--- src/hdl/wsfd_pkg.sv ---
// Shared types and constants for the WebSocket frame decoder.
// Holds opcode codes, message kind codes and the result word layout.
// No dependencies.
`default_nettype none

package wsfd_pkg;

    localparam logic [3:0] OPC_CONT   = 4'h0;
    localparam logic [3:0] OPC_TEXT   = 4'h1;
    localparam logic [3:0] OPC_BINARY = 4'h2;
    localparam logic [3:0] OPC_CLOSE  = 4'h8;
    localparam logic [3:0] OPC_PING   = 4'h9;
    localparam logic [3:0] OPC_PONG   = 4'hA;

    localparam logic [2:0] KIND_NONE   = 3'd0;
    localparam logic [2:0] KIND_TEXT   = 3'd1;
    localparam logic [2:0] KIND_BINARY = 3'd2;
    localparam logic [2:0] KIND_CLOSE  = 3'd3;
    localparam logic [2:0] KIND_PING   = 3'd4;
    localparam logic [2:0] KIND_PONG   = 3'd5;
    localparam logic [2:0] KIND_ERROR  = 3'd6;

    localparam logic [6:0] LEN_EXT16 = 7'd126;
    localparam logic [6:0] LEN_EXT64 = 7'd127;

    typedef struct packed {
        logic       data_valid;
        logic [7:0] data_byte;
        logic       msg_end;
        logic [2:0] msg_kind;
    } t_result;

endpackage

`default_nettype wire

--- src/hdl/wsfd_parser.sv ---
// Frame header parser and payload unmasker, one byte per accepted word.
// Holds all frame state and forms the result word for each byte.
// Depends on wsfd_pkg.
`default_nettype none

module wsfd_parser
    import wsfd_pkg::*;
(
    input  wire logic       i_clk,
    input  wire logic       i_rst_n,
    input  wire logic       i_accept,
    input  wire logic [7:0] i_byte,
    input  wire logic       i_expect_masked,
    output t_result         o_result
);

    typedef enum logic [2:0] {
        PH_HDR0    = 3'd0,
        PH_HDR1    = 3'd1,
        PH_EXTLEN  = 3'd2,
        PH_KEY     = 3'd3,
        PH_PAYLOAD = 3'd4
    } t_phase;

    t_phase      r_phase,       n_phase;
    logic        r_fin,         n_fin;
    logic [3:0]  r_opcode,      n_opcode;
    logic [1:0]  r_msg_kind,    n_msg_kind;
    logic [2:0]  r_len_left,    n_len_left;
    logic [63:0] r_payload,     n_payload;
    logic [31:0] r_mask_key,    n_mask_key;
    logic [1:0]  r_mask_idx,    n_mask_idx;
    logic        r_error,       n_error;

    logic        w_is_ctrl;
    logic        w_end_hit;
    logic [2:0]  w_end_kind;
    logic        do_len_done;
    logic        do_hdr_done;
    logic        do_end;
    logic [63:0] w_hdr_len;
    logic [63:0] w_dec;
    t_result     w_res;

    // frame completion report, from the current frame's header
    always_comb begin
        w_is_ctrl = (r_opcode == OPC_CLOSE) || (r_opcode == OPC_PING) ||
                    (r_opcode == OPC_PONG);
        w_end_hit = w_is_ctrl || r_fin;
        if (r_opcode == OPC_CLOSE) begin
            w_end_kind = KIND_CLOSE;
        end else if (r_opcode == OPC_PING) begin
            w_end_kind = KIND_PING;
        end else if (r_opcode == OPC_PONG) begin
            w_end_kind = KIND_PONG;
        end else if (r_msg_kind == 2'd0) begin
            w_end_kind = KIND_TEXT;
        end else begin
            w_end_kind = {1'b0, r_msg_kind};
        end
    end

    assign w_dec = r_payload - 64'd1;

    always_comb begin
        n_phase    = r_phase;
        n_fin      = r_fin;
        n_opcode   = r_opcode;
        n_msg_kind = r_msg_kind;
        n_len_left = r_len_left;
        n_payload  = r_payload;
        n_mask_key = r_mask_key;
        n_mask_idx = r_mask_idx;
        n_error    = r_error;
        do_len_done = 1'b0;
        do_hdr_done = 1'b0;
        do_end      = 1'b0;
        w_hdr_len   = r_payload;
        w_res       = '0;

        if (r_error) begin
            w_res.msg_end  = 1'b1;
            w_res.msg_kind = KIND_ERROR;
        end else begin
            case (r_phase)
                PH_HDR0: begin
                    n_fin    = i_byte[7];
                    n_opcode = i_byte[3:0];
                    n_phase  = PH_HDR1;
                    case (i_byte[3:0])
                        OPC_TEXT:   n_msg_kind = KIND_TEXT[1:0];
                        OPC_BINARY: n_msg_kind = KIND_BINARY[1:0];
                        OPC_CONT: begin
                            if (r_msg_kind == 2'd0) begin
                                n_msg_kind = KIND_TEXT[1:0];
                            end
                        end
                        OPC_CLOSE, OPC_PING, OPC_PONG: ;
                        default: begin
                            n_error        = 1'b1;
                            n_phase        = r_phase;
                            w_res.msg_end  = 1'b1;
                            w_res.msg_kind = KIND_ERROR;
                        end
                    endcase
                end
                PH_HDR1: begin
                    if (i_byte[7] != i_expect_masked) begin
                        n_error        = 1'b1;
                        w_res.msg_end  = 1'b1;
                        w_res.msg_kind = KIND_ERROR;
                    end else if (i_byte[6:0] == LEN_EXT16) begin
                        n_payload  = '0;
                        n_len_left = 3'd1;
                        n_phase    = PH_EXTLEN;
                    end else if (i_byte[6:0] == LEN_EXT64) begin
                        n_payload  = '0;
                        n_len_left = 3'd7;
                        n_phase    = PH_EXTLEN;
                    end else begin
                        n_len_left  = 3'd0;
                        n_payload   = {57'd0, i_byte[6:0]};
                        w_hdr_len   = {57'd0, i_byte[6:0]};
                        do_len_done = 1'b1;
                    end
                end
                PH_EXTLEN: begin
                    n_payload = {r_payload[55:0], i_byte};
                    w_hdr_len = {r_payload[55:0], i_byte};
                    if (r_len_left == 3'd0) begin
                        do_len_done = 1'b1;
                    end else begin
                        n_len_left = r_len_left - 3'd1;
                    end
                end
                PH_KEY: begin
                    n_mask_key = r_mask_key | ({24'd0, i_byte} << {r_mask_idx, 3'b000});
                    if (r_mask_idx == 2'd3) begin
                        do_hdr_done = 1'b1;
                    end else begin
                        n_mask_idx = r_mask_idx + 2'd1;
                    end
                end
                PH_PAYLOAD: begin
                    w_res.data_valid = 1'b1;
                    w_res.data_byte  = i_byte ^ r_mask_key[{r_mask_idx, 3'b000} +: 8];
                    n_mask_idx = r_mask_idx + 2'd1;
                    n_payload  = w_dec;
                    if (w_dec == 64'd0) begin
                        do_end  = 1'b1;
                        n_phase = PH_HDR0;
                    end
                end
                default: n_phase = PH_HDR0;
            endcase

            if (do_len_done) begin
                n_mask_key = '0;
                n_mask_idx = 2'd0;
                if (i_expect_masked) begin
                    n_phase = PH_KEY;
                end else begin
                    do_hdr_done = 1'b1;
                end
            end

            if (do_hdr_done) begin
                n_mask_idx = 2'd0;
                if (w_hdr_len == 64'd0) begin
                    do_end  = 1'b1;
                    n_phase = PH_HDR0;
                end else begin
                    n_phase = PH_PAYLOAD;
                end
            end

            if (do_end && w_end_hit) begin
                w_res.msg_end  = 1'b1;
                w_res.msg_kind = w_end_kind;
                if (!w_is_ctrl) begin
                    n_msg_kind = 2'd0;
                end
            end
        end
    end

    always_ff @(posedge i_clk) begin
        if (!i_rst_n) begin
            r_phase    <= PH_HDR0;
            r_fin      <= 1'b0;
            r_opcode   <= '0;
            r_msg_kind <= '0;
            r_len_left <= '0;
            r_payload  <= '0;
            r_mask_key <= '0;
            r_mask_idx <= '0;
            r_error    <= 1'b0;
        end else if (i_accept) begin
            r_phase    <= n_phase;
            r_fin      <= n_fin;
            r_opcode   <= n_opcode;
            r_msg_kind <= n_msg_kind;
            r_len_left <= n_len_left;
            r_payload  <= n_payload;
            r_mask_key <= n_mask_key;
            r_mask_idx <= n_mask_idx;
            r_error    <= n_error;
        end
    end

    assign o_result = w_res;

endmodule

`default_nettype wire

--- src/hdl/wsfd_out_buf.sv ---
// Output register with skid stage for result words.
// Lets the input side accept one more word while a result waits downstream.
// Depends on wsfd_pkg.
`default_nettype none

module wsfd_out_buf
    import wsfd_pkg::*;
(
    input  wire logic    i_clk,
    input  wire logic    i_rst_n,
    input  wire logic    i_valid,
    input  wire t_result i_data,
    output logic         o_in_ready,
    output logic         o_valid,
    output t_result      o_data,
    input  wire logic    i_ready
);

    logic    r_out_valid;
    logic    r_skid_valid;
    t_result r_out;
    t_result r_skid;
    logic    w_out_free;

    assign w_out_free = !r_out_valid || i_ready;
    assign o_in_ready = !r_skid_valid;

    always_ff @(posedge i_clk) begin
        if (!i_rst_n) begin
            r_out_valid  <= 1'b0;
            r_skid_valid <= 1'b0;
        end else if (w_out_free) begin
            if (r_skid_valid) begin
                r_out_valid  <= 1'b1;
                r_skid_valid <= 1'b0;
            end else begin
                r_out_valid <= i_valid;
            end
        end else if (i_valid) begin
            r_skid_valid <= 1'b1;
        end
    end

    always_ff @(posedge i_clk) begin
        if (w_out_free) begin
            if (r_skid_valid) begin
                r_out <= r_skid;
            end else if (i_valid) begin
                r_out <= i_data;
            end
        end else if (i_valid) begin
            r_skid <= i_data;
        end
    end

    assign o_valid = r_out_valid;
    assign o_data  = r_out;

endmodule

`default_nettype wire

--- src/hdl/websocket_frame_decoder.sv ---
// Top level of the WebSocket frame decoder: config register, parser, output buffer.
// Depends on wsfd_pkg, wsfd_parser and wsfd_out_buf.
`default_nettype none

// Takes one stream byte per cycle and returns one result word per byte, in the
// cycle after acceptance at the earliest. Throughput is one byte every clock
// as long as the master side keeps tready high; the whole header, countdown
// and unmask update for a byte, including the 64-bit length countdown, is
// combinational and registered on acceptance. A two-entry output buffer lets
// the slave side keep accepting for one word while a result waits.
// expect_masked applies to the next byte after it is written.

module websocket_frame_decoder
    import wsfd_pkg::*;
(
    input  wire logic       i_clk,
    input  wire logic       i_rst_n,
    input  wire logic       i_cfg_wr_en,
    input  wire logic       i_cfg_wr_data,
    input  wire logic       s_axis_tvalid,
    output logic            s_axis_tready,
    input  wire logic [7:0] s_axis_tdata,   // [7:0] in_byte
    output logic            m_axis_tvalid,
    input  wire logic       m_axis_tready,
    output logic [7:0]      m_axis_tdata,   // [7:0] data_byte
    output logic            m_axis_tlast,   // msg_end
    output logic [3:0]      m_axis_tuser    // [0] data_valid, [3:1] msg_kind
);

    logic    r_expect_masked;
    logic    w_accept;
    t_result w_result;
    t_result w_out;

    always_ff @(posedge i_clk) begin
        if (!i_rst_n) begin
            r_expect_masked <= 1'b0;
        end else if (i_cfg_wr_en) begin
            r_expect_masked <= i_cfg_wr_data;
        end
    end

    assign w_accept = s_axis_tvalid && s_axis_tready;

    wsfd_parser u_parser (
        .i_clk           (i_clk),
        .i_rst_n         (i_rst_n),
        .i_accept        (w_accept),
        .i_byte          (s_axis_tdata),
        .i_expect_masked (r_expect_masked),
        .o_result        (w_result)
    );

    wsfd_out_buf u_out_buf (
        .i_clk      (i_clk),
        .i_rst_n    (i_rst_n),
        .i_valid    (w_accept),
        .i_data     (w_result),
        .o_in_ready (s_axis_tready),
        .o_valid    (m_axis_tvalid),
        .o_data     (w_out),
        .i_ready    (m_axis_tready)
    );

    assign m_axis_tdata = w_out.data_byte;
    assign m_axis_tlast = w_out.msg_end;
    assign m_axis_tuser = {w_out.msg_kind, w_out.data_valid};

endmodule

`default_nettype wire

--- config.mk ---
export PLATFORM = sky130hd
export DESIGN_NAME = websocket_frame_decoder
export DESIGN_NICKNAME = d
export VERILOG_FILES = /design/src/hdl/wsfd_pkg.sv /design/src/hdl/wsfd_parser.sv /design/src/hdl/wsfd_out_buf.sv /design/src/hdl/websocket_frame_decoder.sv
export SDC_FILE = /design/constraint.sdc
export NUM_CORES = 1
export LEC_CHECK = 0
export ABC_AREA = 0
export BUFFER_PORTS_ARGS = -buffer_cell sky130_fd_sc_hd__buf_2
export CAP_MARGIN = 5
export CORE_ASPECT_RATIO = 0.5
export CORE_MARGIN = 2
export CORE_UTILIZATION = 30
export DETAILED_ROUTE_END_ITERATION = 12
export PLACE_DENSITY = 0.53
export SLEW_MARGIN = 40
export SYNTH_ARGS = -nofsm -noshare
export SYNTH_HDL_FRONTEND = slang
export SYNTH_SLANG_ARGS = --single-unit
--- constraint.sdc ---
create_clock -name i_clk -period 6.15 [get_ports i_clk]
set_input_delay 0.615 -clock i_clk [delete_from_list [all_inputs] [get_ports i_clk]]
set_output_delay 0.615 -clock i_clk [all_outputs]
set_load 0.005 [all_outputs]
==> results_dict.tcl <==
set metrics [dict create \
    startpoint_type "register" \
    dp_slack_ns 1.76 \
    slowest_delay_ns 0.79 \
    cp.required_ns 6.42 \
    synth-xor-area-share 0.0478 \
    syn_area_um2 8770 \
    switching_share 0.362 \
    yosys.area_share.adder 0.00713 \
    die_w_um 246 \
    cts-root-buf "clkbuf_16" \
    ant_nets 0 \
    cts_setup_buffers 0 \
    worst-setup-path-type "reg -> reg" \
    synthTopCellsByArea "dfxtp_1 26%, edfxtp_1 8.9%, nor2_1 6.2%, o21ai_0 5.5%, a21oi_1 4.6%" \
    worst_slack_ns 1.71 \
    rsz0062_at_grt "false" \
    initial_utilization 0.303 \
    worstPathArrival_ns 4.71 \
    gp_congestion 0.919 \
    gr-total-overflow 0 \
    hold_violations 0 \
    critPathCapture "u_out_buf.o_data[0]$_DFFE_PP_" \
    cp_max_fo 12 \
    grt_use_total 0.181 \
    p_leak_nw 3.56 \
    path_cells "inv_1, ha_1, nor3b_1, nand2_1, or4_1, a2111oi_0, nand4_1, nor4_1, and4_4, a31oi_4, o31ai_2" \
    fin_tns_setup_ns 0 \
    row_count 44 \
    clockBufferDepth 2 \
    cts_resized 0 \
    power_mw 2.82 \
    first_iter_violations 793 \
    outcome "completed" \
    path_depth 11 \
    core-area_um2 28900 \
    r2r_end "u_out_buf.o_data[0]$_DFFE_PP_" \
    synth_edf_count 26 \
    r2r_cells 11 \
    htreeDepth 4 \
    via_count 8371 \
    r2r_slack_ns 1.71 \
    hold_buffers 0 \
    io_buffers 28 \
    clk-insertion-delay-late_ns 0.44 \
    slew_viol_final 0 \
    worstReg2RegStart "u_parser.r_payload[0]$_SDFFE_PN0P_" \
    netlist_top_cells_count "145 x nor2_1, 115 x dfxtp_1, 96 x o21ai_0, 94 x clkbuf_1, 86 x nand2_1" \
    final_nets 1100 \
    timing.fmax_mhz 225 \
    grt_pass1_vias 7775 \
    viasPerCell 5.64 \
    die_y_um 125 \
    p_comb_frac 0.268 \
    path_buf_inv 1 \
    pin_count 29 \
    grt_pass1_wl_mm 44.7 \
    insertedDiodeCount 0 \
    vdd_drop_max_mv 0.201 \
    cts_tree "done" \
    synth_cell_types 70 \
    p_per_area_nw_per_um2 290 \
    wire_per_inst_um 18.5 \
    internal_power_mw 1.80 \
    worst_slew_pin_slew_ns 0.808 \
    die-area_um2 30700 \
    seqPwrFrac 0.356 \
    clock_sinks 141 \
    cp-startpoint "u_parser.r_payload[0]$_SDFFE_PN0P_" \
    clk_pin_slew_ns 0.07 \
    synth_flop_cell "dfxtp_1" \
    critPathCaptureType "register" \
    synth_area_leader_cell "dfxtp_1" \
    synth.most_common_cell "nor2_1" \
    drc 0 \
    syn_avg_cell_area_um2 7.76 \
    synthSimpleGateAreaFrac 0.295 \
    drt_wl_total_mm 27.5 \
    antenna_found_initial 0 \
    final.setup_skew_ns 0.0138 \
    setup_viol 0 \
    area_growth_pct 10.9 \
    slew-limit-headroom 0.460 \
    first_pass_iters 5 \
    ys_ff_latch 141 \
    synth_compound_area_frac 0.221 \
    fin_crit_sh 0.722 \
    synth_top_family_by_area "simple AND/OR/NAND/NOR gates" \
    syn_nets 1149 \
    yosys.area.top_type_share 0.262 \
    drive_above_1_share 0.0960 \
    grt_max_degree 63 \
    hold_path_class "in -> reg" \
    pwr-share-clk 0.376 \
    yosysWarningCount 0 \
    yosysSeqAreaShare 0.351 \
    synth.mux.area_fraction 0.0240 \
    syn_inst 1130 \
    drv_cap 0 \
    cp_top_family "simple AND/OR/NAND/NOR gates" \
    p_sw_mw 1.02 \
    async_reset_ff_frac 0 \
    numCtsBuffers 17 \
    crit_slowest_cell "or4_1" \
    period_minus_slack_ns 4.44 \
    place_hpwl_mm 18.9 \
]
[final cells by class]
class                   count  area (um2)
clock buffers              17         425
clock inverters            15         179
fillers                  3075       19200
inverters                  13        48.8
multi-input cells         870        5260
flip-flops and latches    141        3090
well taps                 391         489
repair buffers             38         235
[stage by stage]
stage	utilization	cell area, um2	cells	hold WS (ns)
floorplan	-	8770	1130	0.431
global placement	0.314	9070	1452	0.442
detailed placement	0.315	9120	1453	0.450
CTS	0.336	9720	1485	0.428
global route	0.336	9720	1485	0.444
finish	0.336	9720	1485	0.432
[cells by family (layout without fill, tap and decap cells)]
logic type	Yosys count	count (layout)
AO/OA/AOI/OAI	305	305
XOR/XNOR	47	47
adder cells (fa/ha/maj)	5	5
buffers and inverters	119	83
flip-flops	141	141
multiplexers	11	11
AND/OR/NAND/NOR	502	502
[layer usage]
layer / routed length [um] / share of wire / track usage / up-vias
met5: 0 / 0 / 0 / -
li1: - / - / - / 4028
met1: 13300 / 0.48 / 0.262 / 4002
met2: 12000 / 0.44 / 0.272 / 297
met3: 1690 / 0.061 / 0.0349 / 44
met4: 515 / 0.019 / 0.0520 / 0
[flip-flops by register name (all words and copies together) (netlist names), 2 cells and up]
name,flops
u_parser.r_payload,64
u_parser.r_mask_key,32
u_out_buf.o_data,13
u_out_buf.r_skid,13
u_parser.r_opcode,4
u_parser.r_len_left,3
u_parser.r_phase,3
u_parser.r_mask_idx,2
u_parser.r_msg_kind,2
[worst register-to-register path, cell delays in order (launching register included)]
cell,delay (ns)
dfxtp_1,0.37
inv_1,0.14
ha_1,0.26
nor3b_1,0.50
nand2_1,0.39
or4_1,0.79
a2111oi_0,0.53
nand4_1,0.15
nor4_1,0.37
and4_4,0.32
a31oi_4,0.16
o31ai_2,0.30
[worst min-delay path by stage]
stage | start | to | slack, ns | cells past startpoint
2_1_floorplan | u_parser.r_mask_key[16]$_SDFFE_PN0P_ | u_parser.r_mask_key[16]$_SDFFE_PN0P_ | 0.43 | 2
3_3_place_gp | u_parser.r_mask_key[2]$_SDFFE_PN0P_ | u_parser.r_mask_key[2]$_SDFFE_PN0P_ | 0.44 | 2
3_5_place_dp | u_parser.r_mask_key[19]$_SDFFE_PN0P_ | u_parser.r_mask_key[19]$_SDFFE_PN0P_ | 0.45 | 2
4_1_cts | i_cfg_wr_data | r_expect_masked$_SDFFE_PN0P_ | 0.43 | 3
5_1_grt | i_cfg_wr_data | r_expect_masked$_SDFFE_PN0P_ | 0.44 | 3
6_report | i_cfg_wr_data | r_expect_masked$_SDFFE_PN0P_ | 0.43 | 3
[power groups by stage]
stage               Clock (mW)  Sequential, mW  Combinational (mW)
finish                    1.06            1.00               0.757
global route              1.12            1.01               0.828
CTS                       1.08            1.00               0.746
floorplan                    0            1.00               0.558
global placement             0            1.02               0.744
detailed placement           0            1.02               0.743
[cell usage in the layout (no fill, tap or decap), types with 26 or more instances in the layout]
cell | Yosys | layout
nor2_1 | 145 | 143
dfxtp_1 | 115 | 113
o21ai_0 | 96 | 96
nand2_1 | 86 | 86
a21oi_1 | 80 | 80
nor3_1 | 47 | 47
nor4_1 | 44 | 43
and2_1 | 40 | 40
buf_2 | 5 | 28
xnor2_1 | 27 | 27
edfxtp_1 | 26 | 26
(Power assumes the default switching activity.)
